## src/rtl/core/epmix_pkg.sv

```systemverilog
`timescale 1ns / 1ps
`default_nettype none

package epmix_pkg;

	// Word width of the pool and of the datapath registers
	localparam int unsigned WordW = 64;
	localparam int unsigned HalfW = WordW / 2;

	// Mixing and finaliser constants
	localparam logic [WordW-1:0] MixK1   = 64'h87c37b91114253d5;
	localparam logic [WordW-1:0] MixK2   = 64'h4cf5ad432745937f;
	localparam logic [WordW-1:0] FinK1   = 64'hff51afd7ed558ccd;
	localparam logic [WordW-1:0] FinK2   = 64'hc4ceb9fe1a85ec53;
	localparam logic [WordW-1:0] PoolAdd = 64'h0000000052dce729;

	// Input item operation codes
	localparam logic OpAdd = 1'b0;
	localparam logic OpGet = 1'b1;

	// Index of the last multiply pass per 64-bit product on the 32x32 MAC
	localparam logic [1:0] MulLastStep = 2'd2;

	// Datapath operations
	typedef enum logic [2:0] {
		DP_NOP,
		DP_LOAD,
		DP_SNAP,
		DP_MUL,
		DP_ROT,
		DP_XS,
		DP_MIX,
		DP_OUT
	} dp_op_t;

	// Multiplier constant select
	typedef enum logic [1:0] {
		KC_MIX1,
		KC_MIX2,
		KC_FIN1,
		KC_FIN2
	} kc_sel_t;

	// Controller states
	typedef enum logic [3:0] {
		ST_IDLE,
		ST_ADD_M1,
		ST_ADD_ROT,
		ST_ADD_M2,
		ST_ADD_MIX,
		ST_GET_M1,
		ST_GET_XS,
		ST_GET_M2,
		ST_GET_OUT
	} state_t;

	// Controller to datapath command
	typedef struct packed {
		dp_op_t     op;
		kc_sel_t    ksel;
		logic [1:0] step;
	} dp_cmd_t;

	// Datapath to controller status
	typedef struct packed {
		logic out_busy;
		logic out_valid;
	} dp_status_t;

	function automatic logic [WordW-1:0] k_const(input kc_sel_t sel);
		logic [WordW-1:0] k;
		begin
			case (sel)
				KC_MIX1: k = MixK1;
				KC_MIX2: k = MixK2;
				KC_FIN1: k = FinK1;
				KC_FIN2: k = FinK2;
				default: k = MixK1;
			endcase
			return k;
		end
	endfunction

	function automatic logic [WordW-1:0] rotl31(input logic [WordW-1:0] x);
		return {x[32:0], x[63:33]};
	endfunction

	// Pool mixing: rotate left 27, then times 5 plus the additive constant
	function automatic logic [WordW-1:0] stir(input logic [WordW-1:0] x);
		logic [WordW-1:0] r;
		begin
			r = {x[36:0], x[63:37]};
			return r + {r[61:0], 2'b00} + PoolAdd;
		end
	endfunction

	function automatic logic [WordW-1:0] xs33(input logic [WordW-1:0] x);
		return x ^ {33'd0, x[63:33]};
	endfunction

endpackage

`default_nettype wire

```

## src/rtl/core/entropy_pool_hash_mixer.sv

```systemverilog
// Entropy pool hash mixer. Keeps a 64-bit pool, cleared by reset. An add item
// (op 0) scrambles data_word with two constant multiplies and a rotate, folds it
// into the pool and stirs the pool; it gives no result. A get item (op 1) takes
// a copy of the pool, stirs the pool and returns the copy through the fmix64
// finaliser as one random_value item. One item is worked on at a time, paced
// by the single 32x32 multiply-accumulate unit, which needs three passes per
// 64-bit product and two products per item. A finished result waits in an
// output register, so the next item is taken while it waits; a get only
// stalls at its end if the previous result has still not been taken.
`timescale 1ns / 1ps
`default_nettype none

module entropy_pool_hash_mixer (
	input  wire                             clk,
	input  wire                             arst_n,
	input  wire                             in_valid,
	output logic                            in_ready,
	input  wire                             op,
	input  wire [epmix_pkg::WordW-1:0]      data_word,
	output logic                            out_valid,
	input  wire                             out_ready,
	output logic [epmix_pkg::WordW-1:0]     random_value
);

	epmix_pkg::dp_cmd_t    cmd;
	epmix_pkg::dp_status_t status;

	epmix_ctrl u_ctrl (
		.clk      (clk),
		.arst_n   (arst_n),
		.in_valid (in_valid),
		.in_ready (in_ready),
		.op       (op),
		.status   (status),
		.cmd      (cmd)
	);

	epmix_dp u_dp (
		.clk          (clk),
		.arst_n       (arst_n),
		.cmd          (cmd),
		.data_word    (data_word),
		.out_ready    (out_ready),
		.out_valid    (out_valid),
		.random_value (random_value),
		.status       (status)
	);

endmodule

`default_nettype wire

```

## src/rtl/core/epmix_ctrl.sv

```systemverilog
`timescale 1ns / 1ps
`default_nettype none

module epmix_ctrl (
	input  wire                  clk,
	input  wire                  arst_n,
	input  wire                  in_valid,
	output logic                 in_ready,
	input  wire                  op,
	input  epmix_pkg::dp_status_t status,
	output epmix_pkg::dp_cmd_t    cmd
);

	epmix_pkg::state_t state_q, state_d;
	logic [1:0]         step_q, step_d;
	logic               mul_done;

	assign mul_done = (step_q == epmix_pkg::MulLastStep);

	// State and pass counter
	always_ff @(posedge clk or negedge arst_n) begin
		if (!arst_n) begin
			state_q <= epmix_pkg::ST_IDLE;
			step_q  <= 2'd0;
		end else begin
			state_q <= state_d;
			step_q  <= step_d;
		end
	end

	// Next state and commands
	always_comb begin
		state_d  = state_q;
		step_d   = step_q;
		in_ready = 1'b0;
		cmd.op   = epmix_pkg::DP_NOP;
		cmd.ksel = epmix_pkg::KC_MIX1;
		cmd.step = step_q;
		case (state_q)
			epmix_pkg::ST_IDLE: begin
				in_ready = 1'b1;
				step_d   = 2'd0;
				if (in_valid) begin
					if (op == epmix_pkg::OpAdd) begin
						cmd.op  = epmix_pkg::DP_LOAD;
						state_d = epmix_pkg::ST_ADD_M1;
					end else begin
						cmd.op  = epmix_pkg::DP_SNAP;
						state_d = epmix_pkg::ST_GET_M1;
					end
				end
			end
			epmix_pkg::ST_ADD_M1: begin
				cmd.op   = epmix_pkg::DP_MUL;
				cmd.ksel = epmix_pkg::KC_MIX1;
				step_d   = mul_done ? 2'd0 : step_q + 2'd1;
				if (mul_done) state_d = epmix_pkg::ST_ADD_ROT;
			end
			epmix_pkg::ST_ADD_ROT: begin
				cmd.op  = epmix_pkg::DP_ROT;
				state_d = epmix_pkg::ST_ADD_M2;
			end
			epmix_pkg::ST_ADD_M2: begin
				cmd.op   = epmix_pkg::DP_MUL;
				cmd.ksel = epmix_pkg::KC_MIX2;
				step_d   = mul_done ? 2'd0 : step_q + 2'd1;
				if (mul_done) state_d = epmix_pkg::ST_ADD_MIX;
			end
			epmix_pkg::ST_ADD_MIX: begin
				cmd.op  = epmix_pkg::DP_MIX;
				state_d = epmix_pkg::ST_IDLE;
			end
			epmix_pkg::ST_GET_M1: begin
				cmd.op   = epmix_pkg::DP_MUL;
				cmd.ksel = epmix_pkg::KC_FIN1;
				step_d   = mul_done ? 2'd0 : step_q + 2'd1;
				if (mul_done) state_d = epmix_pkg::ST_GET_XS;
			end
			epmix_pkg::ST_GET_XS: begin
				cmd.op  = epmix_pkg::DP_XS;
				state_d = epmix_pkg::ST_GET_M2;
			end
			epmix_pkg::ST_GET_M2: begin
				cmd.op   = epmix_pkg::DP_MUL;
				cmd.ksel = epmix_pkg::KC_FIN2;
				step_d   = mul_done ? 2'd0 : step_q + 2'd1;
				if (mul_done) state_d = epmix_pkg::ST_GET_OUT;
			end
			epmix_pkg::ST_GET_OUT: begin
				// hold until the previous result item has gone
				if (!status.out_busy) begin
					cmd.op  = epmix_pkg::DP_OUT;
					state_d = epmix_pkg::ST_IDLE;
				end
			end
			default: begin
				state_d = epmix_pkg::ST_IDLE;
				step_d  = 2'd0;
			end
		endcase
	end

endmodule

`default_nettype wire

```

## src/rtl/core/epmix_dp.sv

```systemverilog
`timescale 1ns / 1ps
`default_nettype none

module epmix_dp (
	input  wire                                    clk,
	input  wire                                    arst_n,
	input  epmix_pkg::dp_cmd_t                     cmd,
	input  wire [epmix_pkg::WordW-1:0]             data_word,
	input  wire                                    out_ready,
	output logic                                   out_valid,
	output logic [epmix_pkg::WordW-1:0]            random_value,
	output epmix_pkg::dp_status_t                  status
);

	logic [epmix_pkg::WordW-1:0] pool_q;
	logic [epmix_pkg::WordW-1:0] w_q;
	logic [epmix_pkg::WordW-1:0] acc_q;
	logic [epmix_pkg::WordW-1:0] result_q;
	logic                        out_valid_q;

	logic [epmix_pkg::WordW-1:0] kval;
	logic [epmix_pkg::HalfW-1:0] mul_a, mul_b;
	logic [epmix_pkg::WordW-1:0] prod;

	// Shared 32x32 MAC: lo*lo, then lo*hi and hi*lo into the upper half
	assign kval  = epmix_pkg::k_const(cmd.ksel);
	assign mul_a = (cmd.step == epmix_pkg::MulLastStep) ?
		w_q[epmix_pkg::WordW-1:epmix_pkg::HalfW] : w_q[epmix_pkg::HalfW-1:0];
	assign mul_b = (cmd.step == 2'd1) ?
		kval[epmix_pkg::WordW-1:epmix_pkg::HalfW] : kval[epmix_pkg::HalfW-1:0];
	assign prod  = {{epmix_pkg::HalfW{1'b0}}, mul_a} * {{epmix_pkg::HalfW{1'b0}}, mul_b};

	// Pool state
	always_ff @(posedge clk or negedge arst_n) begin
		if (!arst_n) begin
			pool_q <= '0;
		end else if (cmd.op == epmix_pkg::DP_SNAP) begin
			pool_q <= epmix_pkg::stir(pool_q);
		end else if (cmd.op == epmix_pkg::DP_MIX) begin
			pool_q <= epmix_pkg::stir(pool_q ^ acc_q);
		end
	end

	// Working registers
	always_ff @(posedge clk) begin
		case (cmd.op)
			epmix_pkg::DP_LOAD: w_q <= data_word;
			epmix_pkg::DP_SNAP: w_q <= epmix_pkg::xs33(pool_q);
			epmix_pkg::DP_ROT:  w_q <= epmix_pkg::rotl31(acc_q);
			epmix_pkg::DP_XS:   w_q <= epmix_pkg::xs33(acc_q);
			epmix_pkg::DP_MUL: begin
				if (cmd.step == 2'd0) acc_q <= prod;
				else acc_q <= acc_q + {prod[epmix_pkg::HalfW-1:0], {epmix_pkg::HalfW{1'b0}}};
			end
			epmix_pkg::DP_OUT:  result_q <= epmix_pkg::xs33(acc_q);
			default: ;
		endcase
	end

	// Result item register
	always_ff @(posedge clk or negedge arst_n) begin
		if (!arst_n) begin
			out_valid_q <= 1'b0;
		end else if (cmd.op == epmix_pkg::DP_OUT) begin
			out_valid_q <= 1'b1;
		end else if (out_ready) begin
			out_valid_q <= 1'b0;
		end
	end

	assign out_valid        = out_valid_q;
	assign random_value     = result_q;
	assign status.out_valid = out_valid_q;
	assign status.out_busy  = out_valid_q & ~out_ready;

endmodule

`default_nettype wire

```

## config.mk

```make
export PLATFORM = sky130hd
export DESIGN_NAME = entropy_pool_hash_mixer
export DESIGN_NICKNAME = d
export VERILOG_FILES = /design/src/rtl/core/epmix_pkg.sv /design/src/rtl/core/entropy_pool_hash_mixer.sv /design/src/rtl/core/epmix_ctrl.sv /design/src/rtl/core/epmix_dp.sv
export SDC_FILE = /design/constraint.sdc
export NUM_CORES = 2
export LEC_CHECK = 0
export BUFFER_PORTS_ARGS = -buffer_cell sky130_fd_sc_hd__buf_2
export CAP_MARGIN = 25
export CORE_MARGIN = 2
export CORE_UTILIZATION = 47
export DETAILED_ROUTE_END_ITERATION = 12
export SYNTH_ARGS = -nofsm -noshare
export SYNTH_HDL_FRONTEND = slang
export SYNTH_SLANG_ARGS = --single-unit
```

## constraint.sdc

```tcl
create_clock -name clk -period 30.8 [get_ports clk]
set_input_delay 1.54 -clock clk [delete_from_list [all_inputs] [get_ports clk]]
set_output_delay 1.54 -clock clk [all_outputs]
set_load 0.03 [all_outputs]
```

Word level (Yosys, flattened, before mapping)
Index checks and enable logic that the tools add are counted.
- register bits after elaboration: 263
- input bits: 69
- output and inout port bits: 66
- logic and storage cells: 79
- add/sub/neg operators: 6
- multiply operators: 1
- equal/unequal tests: 26
- mux-type cells: 25
- bitwise operators: 5
- reductions and logical operators: 9
- operators with widths (cell ; number):
    64-bit one-hot mux with 4 select lines ; 2
    64-bit adder ; 3
    64-bit two-way mux ; 3
    64-bit by 31-bit adder with 64-bit output (second input constant) ; 2
    64-bit by 31-bit XOR with 64-bit output ; 2
    32-bit by 32-bit multiplier with 64-bit output ; 1
    32-bit two-way mux ; 2
    64-bit XOR ; 1
    4-bit one-hot mux with 8 select lines ; 1
    4-bit two-way mux ; 6
    3-bit one-hot mux with 6 select lines ; 1
    4-bit by 3-bit == test with 1-bit output (second input constant) ; 4
    3-bit == test (second input constant) ; 4
    3-bit two-way mux ; 3
    4-bit by 2-bit == test with 1-bit output (second input constant) ; 2
    2-bit by 1-bit != test with 1-bit output (second input constant) ; 4
    4-bit OR reduction ; 2
    2-bit == test (second input constant) ; 3
    3-bit by 2-bit == test with 1-bit output (second input constant) ; 2
    2-bit one-hot mux with 3 select lines ; 1
    6-bit AND reduction ; 1
    2-bit by 1-bit == test with 1-bit output (second input constant) ; 2
    4-bit by 1-bit == test with 1-bit output (second input constant) ; 1
    4-bit == test (second input constant) ; 1
    other kinds (12) ; 18

Logic depth before layout (Yosys ltp)
- depth in word-level cells: 8
- mapped depth: 43
- mapped depth without buffers: 39

Cells and area by module
A second synthesis with hierarchy kept.
- cell total of the unflattened synthesis: 6409
- area, all modules: 56386.6 um^2
- by module, submodules not included (module ; instances ; cells an instance ; area an instance (um^2) ; sequential area each (um^2)):
    epmix_dp ; 1 ; 6359 ; 55912.4 ; 7392.1
    epmix_ctrl ; 1 ; 50 ; 474.2 ; 150.1

Worst setup path before layout
No wires, ideal clock.
- path type: register to register
- start point: reg u_ctrl.state_q[0]
- end point: reg u_dp.acc_q[63] in the netlist's numbering, data pin
- setup time: 0.167 ns
- data arrival time: 11.297 ns
- required time: 30.633 ns
- setup slack: 19.336 ns
- cell stages (with the launch flop): 39
- buffers on the path: 3
- clock period less this slack: 11.464 ns
- cells stage by stage: dfrtp_1 > clkbuf_1 > nor2b_1 > nand2_1 > ha_1 > clkbuf_1 > a21oi_1 > clkbuf_1 > nor2_1 > fa_1 > inv_1 > fa_1 > fa_1 > fa_1 > inv_1 > fa_1 > inv_1 > fa_1 > (+3 left out) > ha_1 > a21oi_1 > o21ai_0 > nor3_1 > nand3_1 > and2_1 > a21o_1 > a21o_1 > xor2_1 > ha_1 > a21o_1 > a21oi_1 > nor2b_1 > o21bai_1 > a221oi_1 > o21ai_0 > xnor2_1 > a211oi_1
- cells in the longest elaborated chain, start to end: 8
- elaborated cells between the ends (all ways): 13
- classes of those cells: 1 x add/sub; 1 x mul; 6 x eq/ne; 4 x mux; 1 x reduce/logical
- RTL lines (what ; RTL line ; source):
    start: declaration ; epmix_ctrl.sv:14 ; epmix_pkg::state_t state_q, state_d;
    start signal: assignment ; epmix_ctrl.sv:23 ; state_q <= epmix_pkg::ST_IDLE;
    start signal: assignment ; epmix_ctrl.sv:26 ; state_q <= state_d;
    4-bit by 3-bit == test with 1-bit output or 4-bit by 2-bit == test with 1-bit output (tied branches) ; epmix_ctrl.sv:39 ; case (state_q)
    2-bit one-hot mux with 3 select lines (*) ; epmix_ctrl.sv:39 ;
    2-bit == test, or another cell as far along ; epmix_pkg.sv:73 ; case (sel)
    64-bit one-hot mux with 4 select lines (*) ; epmix_pkg.sv:73 ;
    32-bit two-way mux (*) ; epmix_dp.sv:29 ; assign mul_b = (cmd.step == 2'd1) ?
    32-bit by 32-bit multiplier with 64-bit output (*) ; epmix_dp.sv:31 ; assign prod = {{epmix_pkg::HalfW{1'b0}}, mul_a} * {{epmix_pkg::HalfW{1'b0}}, mul_b};
    64-bit adder ; epmix_dp.sv:53 ; else acc_q <= acc_q + {prod[epmix_pkg::HalfW-1:0], {epmix_pkg::HalfW{1'b0}}};
    64-bit two-way mux (*) ; epmix_dp.sv:52 ; if (cmd.step == 2'd0) acc_q <= prod;
    end signal: assignment ; epmix_dp.sv:52 ;
    end signal: assignment ; epmix_dp.sv:53 ;
    end: declaration ; epmix_dp.sv:17 ; logic [epmix_pkg::WordW-1:0] acc_q;
Mark *: on every way between the ends. The rest lies on a longest branch, timed or not. The select of a mux whose other input is x is not followed.
A chain may end at the register's enable or synchronous reset.

Worst setup path in the final report
- start point: reg u_ctrl.state_q[3]
- end point: reg u_dp.acc_q[60] in the netlist's numbering, data pin
The elaborated chain is that of the path after synthesis.

==> qor.yml <==
worst_setup_path:
  rr_worst_depth: 35
  critPathSlowestCell: "nand2_1"
  cp_top_family: "adder cells"
  cp-start-kind: "flop"
  crit_top_cell: "fa_1"
  critical_path_class: "reg2reg"
  cp.arrival_ns: 11.94
  worst-path-max-fanout: 26
  r2r_end: "u_dp.acc_q[60]"
  crit_path_max_incr_delay_ns: 0.79
  end_kind: "flop"
  cp.required_ns: 31.18
  crit_buf_inv: 4
  ff2ff_setup_slack_ns: 19.23
  r2r-start: "u_ctrl.state_q[3]"
placement:
  gp_congestion: 1.007
  place_inst: 7705
  pre_cts_ws_ns: 19.43
  hpwlAfterDp_um: 169800
  dpl-instance-area_um2: 57420
  portBuffers: 134
synth:
  syn-cell-area_um2: 54980
  yosys_warnings: 0
  synth_nets: 7760
  yosysTopAreaCellShare_pct: 32.66
  syn_avg_cell_area_um2: 8.803
  synth_edf_count: 192
  synth_top_cell_by_area: "fa_1"
  yosysSeqAreaShare_pct: 13.72
  async_flop_share_pct: 27.00
  ys.flop_type: "edfxtp_1"
  synth_cell_types: 89
  ys_top_cells_by_area: "fa_1, ha_1, edfxtp_1"
  ys_ff_latch: 263
  syn_inst: 6245
sta:
  finalWorstSetupSlack_ns: 19.23
  finalCriticalPeriod_ns: 11.57
  drv_slew: 0
  hold_viol: 0
  finClkSkew_ns: 0.04288
  worst_slew_pin_slew_ns: 1.210
  final-setup-viol-count: 0
  rsz0062_at_grt: "no"
  slew_headroom_pct: 19.32
  period_share_pct: 37.55
  max_freq_ghz: 0.08646
  fin_setup_tns_ns: 0
final_layout:
  syn_to_final_growth_pct: 6.504
  drive_gt1_share_pct: 6.105
  fin_nets: 7731
  design_area_um2: 58550
  final_cell_mix: "nand2_1, inv_1, fa_1"
  fin_cells: 7768
  fillerInstances: 11100
  final_common_cell: "nand2_1"
clock_network:
  cts_tree: "built"
  clock-sinks: 263
  cts_resized: 0
  clk_pin_slew_ns: 0.07
  worstSkewPairLatency_ns: 0.66
  clockRootBuffer: "clkbuf_16"
  cts_hold_buf: 0
  cts_max_level: 1
  post_cts_buffers: 0
  cts_buffers: 31
  clk_path_buf_depth: 3
global_routing:
  first_global_vias: 46560
  antenna_found_initial: 11
  grt_first_pass_wirelength_um: 310500
  grt-ovfl-total: 0
  grt_max_degree: 67
  grt_use_total_pct: 34.93
floorplan:
  die_area_um2: 119700
  placementRows: 125
  die_w_um: 346.0
  initial_utilization_pct: 47.37
  io_pins: 135
  coreArea_um2: 116000
  die-height_um: 346.0
flow_run:
  cap_violations: 0
route:
  routedWlPerCell_um: 26.78
  drt_iter0_drc: 5376
  vias: 46130
  drt_pass1_iterations: 13
  routed_wl_um: 208100
  ant_nets: 0
  drc: 0
  via_per_inst: 5.939
worst_hold_path:
  hold_path_class: "reg2reg"
  hold_end: "u_dp.pool_q[1]"
  min_path_cells: 2
  worstHoldStart: "u_dp.pool_q[1]"
run_status:
  status: "finished clean"
-- stage by stage --
| step | utilization (%) | hold WS, ns |
|---|---|---|
| after floorplan | - | 0.4244 |
| after global routing | 50.45 | 0.7006 |
| final | 50.46 | 0.6320 |
| after CTS | 50.42 | 0.6299 |
| after global placement | 49.45 | 0.5971 |
| after detailed placement | 49.48 | 0.6145 |
-- cell families (layout without fill, tap and decap cells) --
group	after synthesis	after routing	share of synthesized area [%]
AND/OR/NAND/NOR	1882	1882	14.57
adder cells (fa/ha/maj)	1446	1446	45.16
buffers and inverters	1319	1315	9.035
AO/OA/AOI/OAI	978	978	11.76
XOR/XNOR	327	327	5.210
flip-flops	263	263	13.72
multiplexers	30	30	0.5485
other	0	3	0
-- cell usage after synthesis (8+ instances only) --
| cell type | number |
|---|---|
| a31oi_1 | 33 |
| o21ai_1 | 17 |
| mux2i_1 | 29 |
| dfrtp_1 | 71 |
| nor3_1 | 49 |
| clkbuf_1 | 281 |
| a21oi_1 | 300 |
| buf_1 | 18 |
| ha_1 | 549 |
| xnor2_1 | 127 |
| o21ai_0 | 178 |
| inv_1 | 1007 |
| and2_1 | 73 |
| a21o_1 | 137 |
| nand3_1 | 95 |
| or3_1 | 14 |
| nand2b_1 | 52 |
| xor2_1 | 200 |
| o21bai_1 | 34 |
| buf_2 | 10 |
| nor2b_1 | 26 |
| a211o_1 | 9 |
| fa_1 | 897 |
| a211oi_1 | 27 |
| a22oi_1 | 11 |
| o21a_1 | 26 |
| nor2_1 | 432 |
| o211ai_1 | 14 |
| nand2_1 | 1024 |
| and3_1 | 26 |
| a222oi_1 | 64 |
| o22ai_1 | 16 |
| o31ai_1 | 16 |
| nand4_1 | 51 |
| edfxtp_1 | 192 |
| and4_1 | 8 |
-- cell type report --
type | instances | area (um2) | area share, %
multi-input combinational | 4663 | 42640 | 72.82
sequential | 263 | 7542 | 12.88
inverter | 1007 | 3780 | 6.456
tap | 1524 | 1907 | 3.257
timing repair buffer | 250 | 1584 | 2.705
clock buffer | 31 | 775.7 | 1.325
clock inverter | 27 | 316.6 | 0.5406
antenna | 3 | 7.507 | 0.01282
-- worst max-delay path by stage --
| stage | from | to | slack, ns | cells past startpoint |
|---|---|---|---|---|
| CTS | u_ctrl.state_q[3] | u_dp.acc_q[60] | 19.39 | 35 |
| finish | u_ctrl.state_q[3] | u_dp.acc_q[60] | 19.23 | 35 |
| floorplan | u_ctrl.state_q[0] | u_dp.acc_q[63] | 19.34 | 38 |
| detailed placement | u_ctrl.state_q[3] | u_dp.acc_q[60] | 19.43 | 35 |
| global route | u_ctrl.state_q[3] | u_dp.acc_q[60] | 18.63 | 35 |
| global placement | u_ctrl.state_q[3] | u_dp.acc_q[60] | 19.58 | 35 |
-- metal layers --
layer | vias up | routed length (um) | global-route usage (%)
met5 | - | 11 | 0
met2 | 2437 | 90370 | 52.88
li1 | 20070 | - | -
met4 | 2 | 8345 | 11.14
met3 | 389 | 22360 | 7.799
met1 | 23230 | 86970 | 49.74
-- worst reg2reg max path: cells and delay by family, from the launching register on --
family,cells,cell delay (ns)
buf+inv,4,0.44
compound gates,8,2.00
fa+ha+maj,11,4.97
simple gates,9,2.48
flops,1,0.60
mux,1,0.13
xor+xnor,2,0.67
-- registers in the layout, summed over array words and instances, names as in the netlist --
| register | flops |
|---|---|
| u_ctrl.state_q | 4 |
| u_ctrl.step_q | 2 |
| u_dp.acc_q | 64 |
| u_dp.out_valid | 1 |
| u_dp.pool_q | 64 |
| u_dp.random_value | 64 |
| u_dp.w_q | 64 |
Power is left out: the tool's default activity adds up to more than one toggle a clock period on the data nets, which glitch-free logic cannot reach.
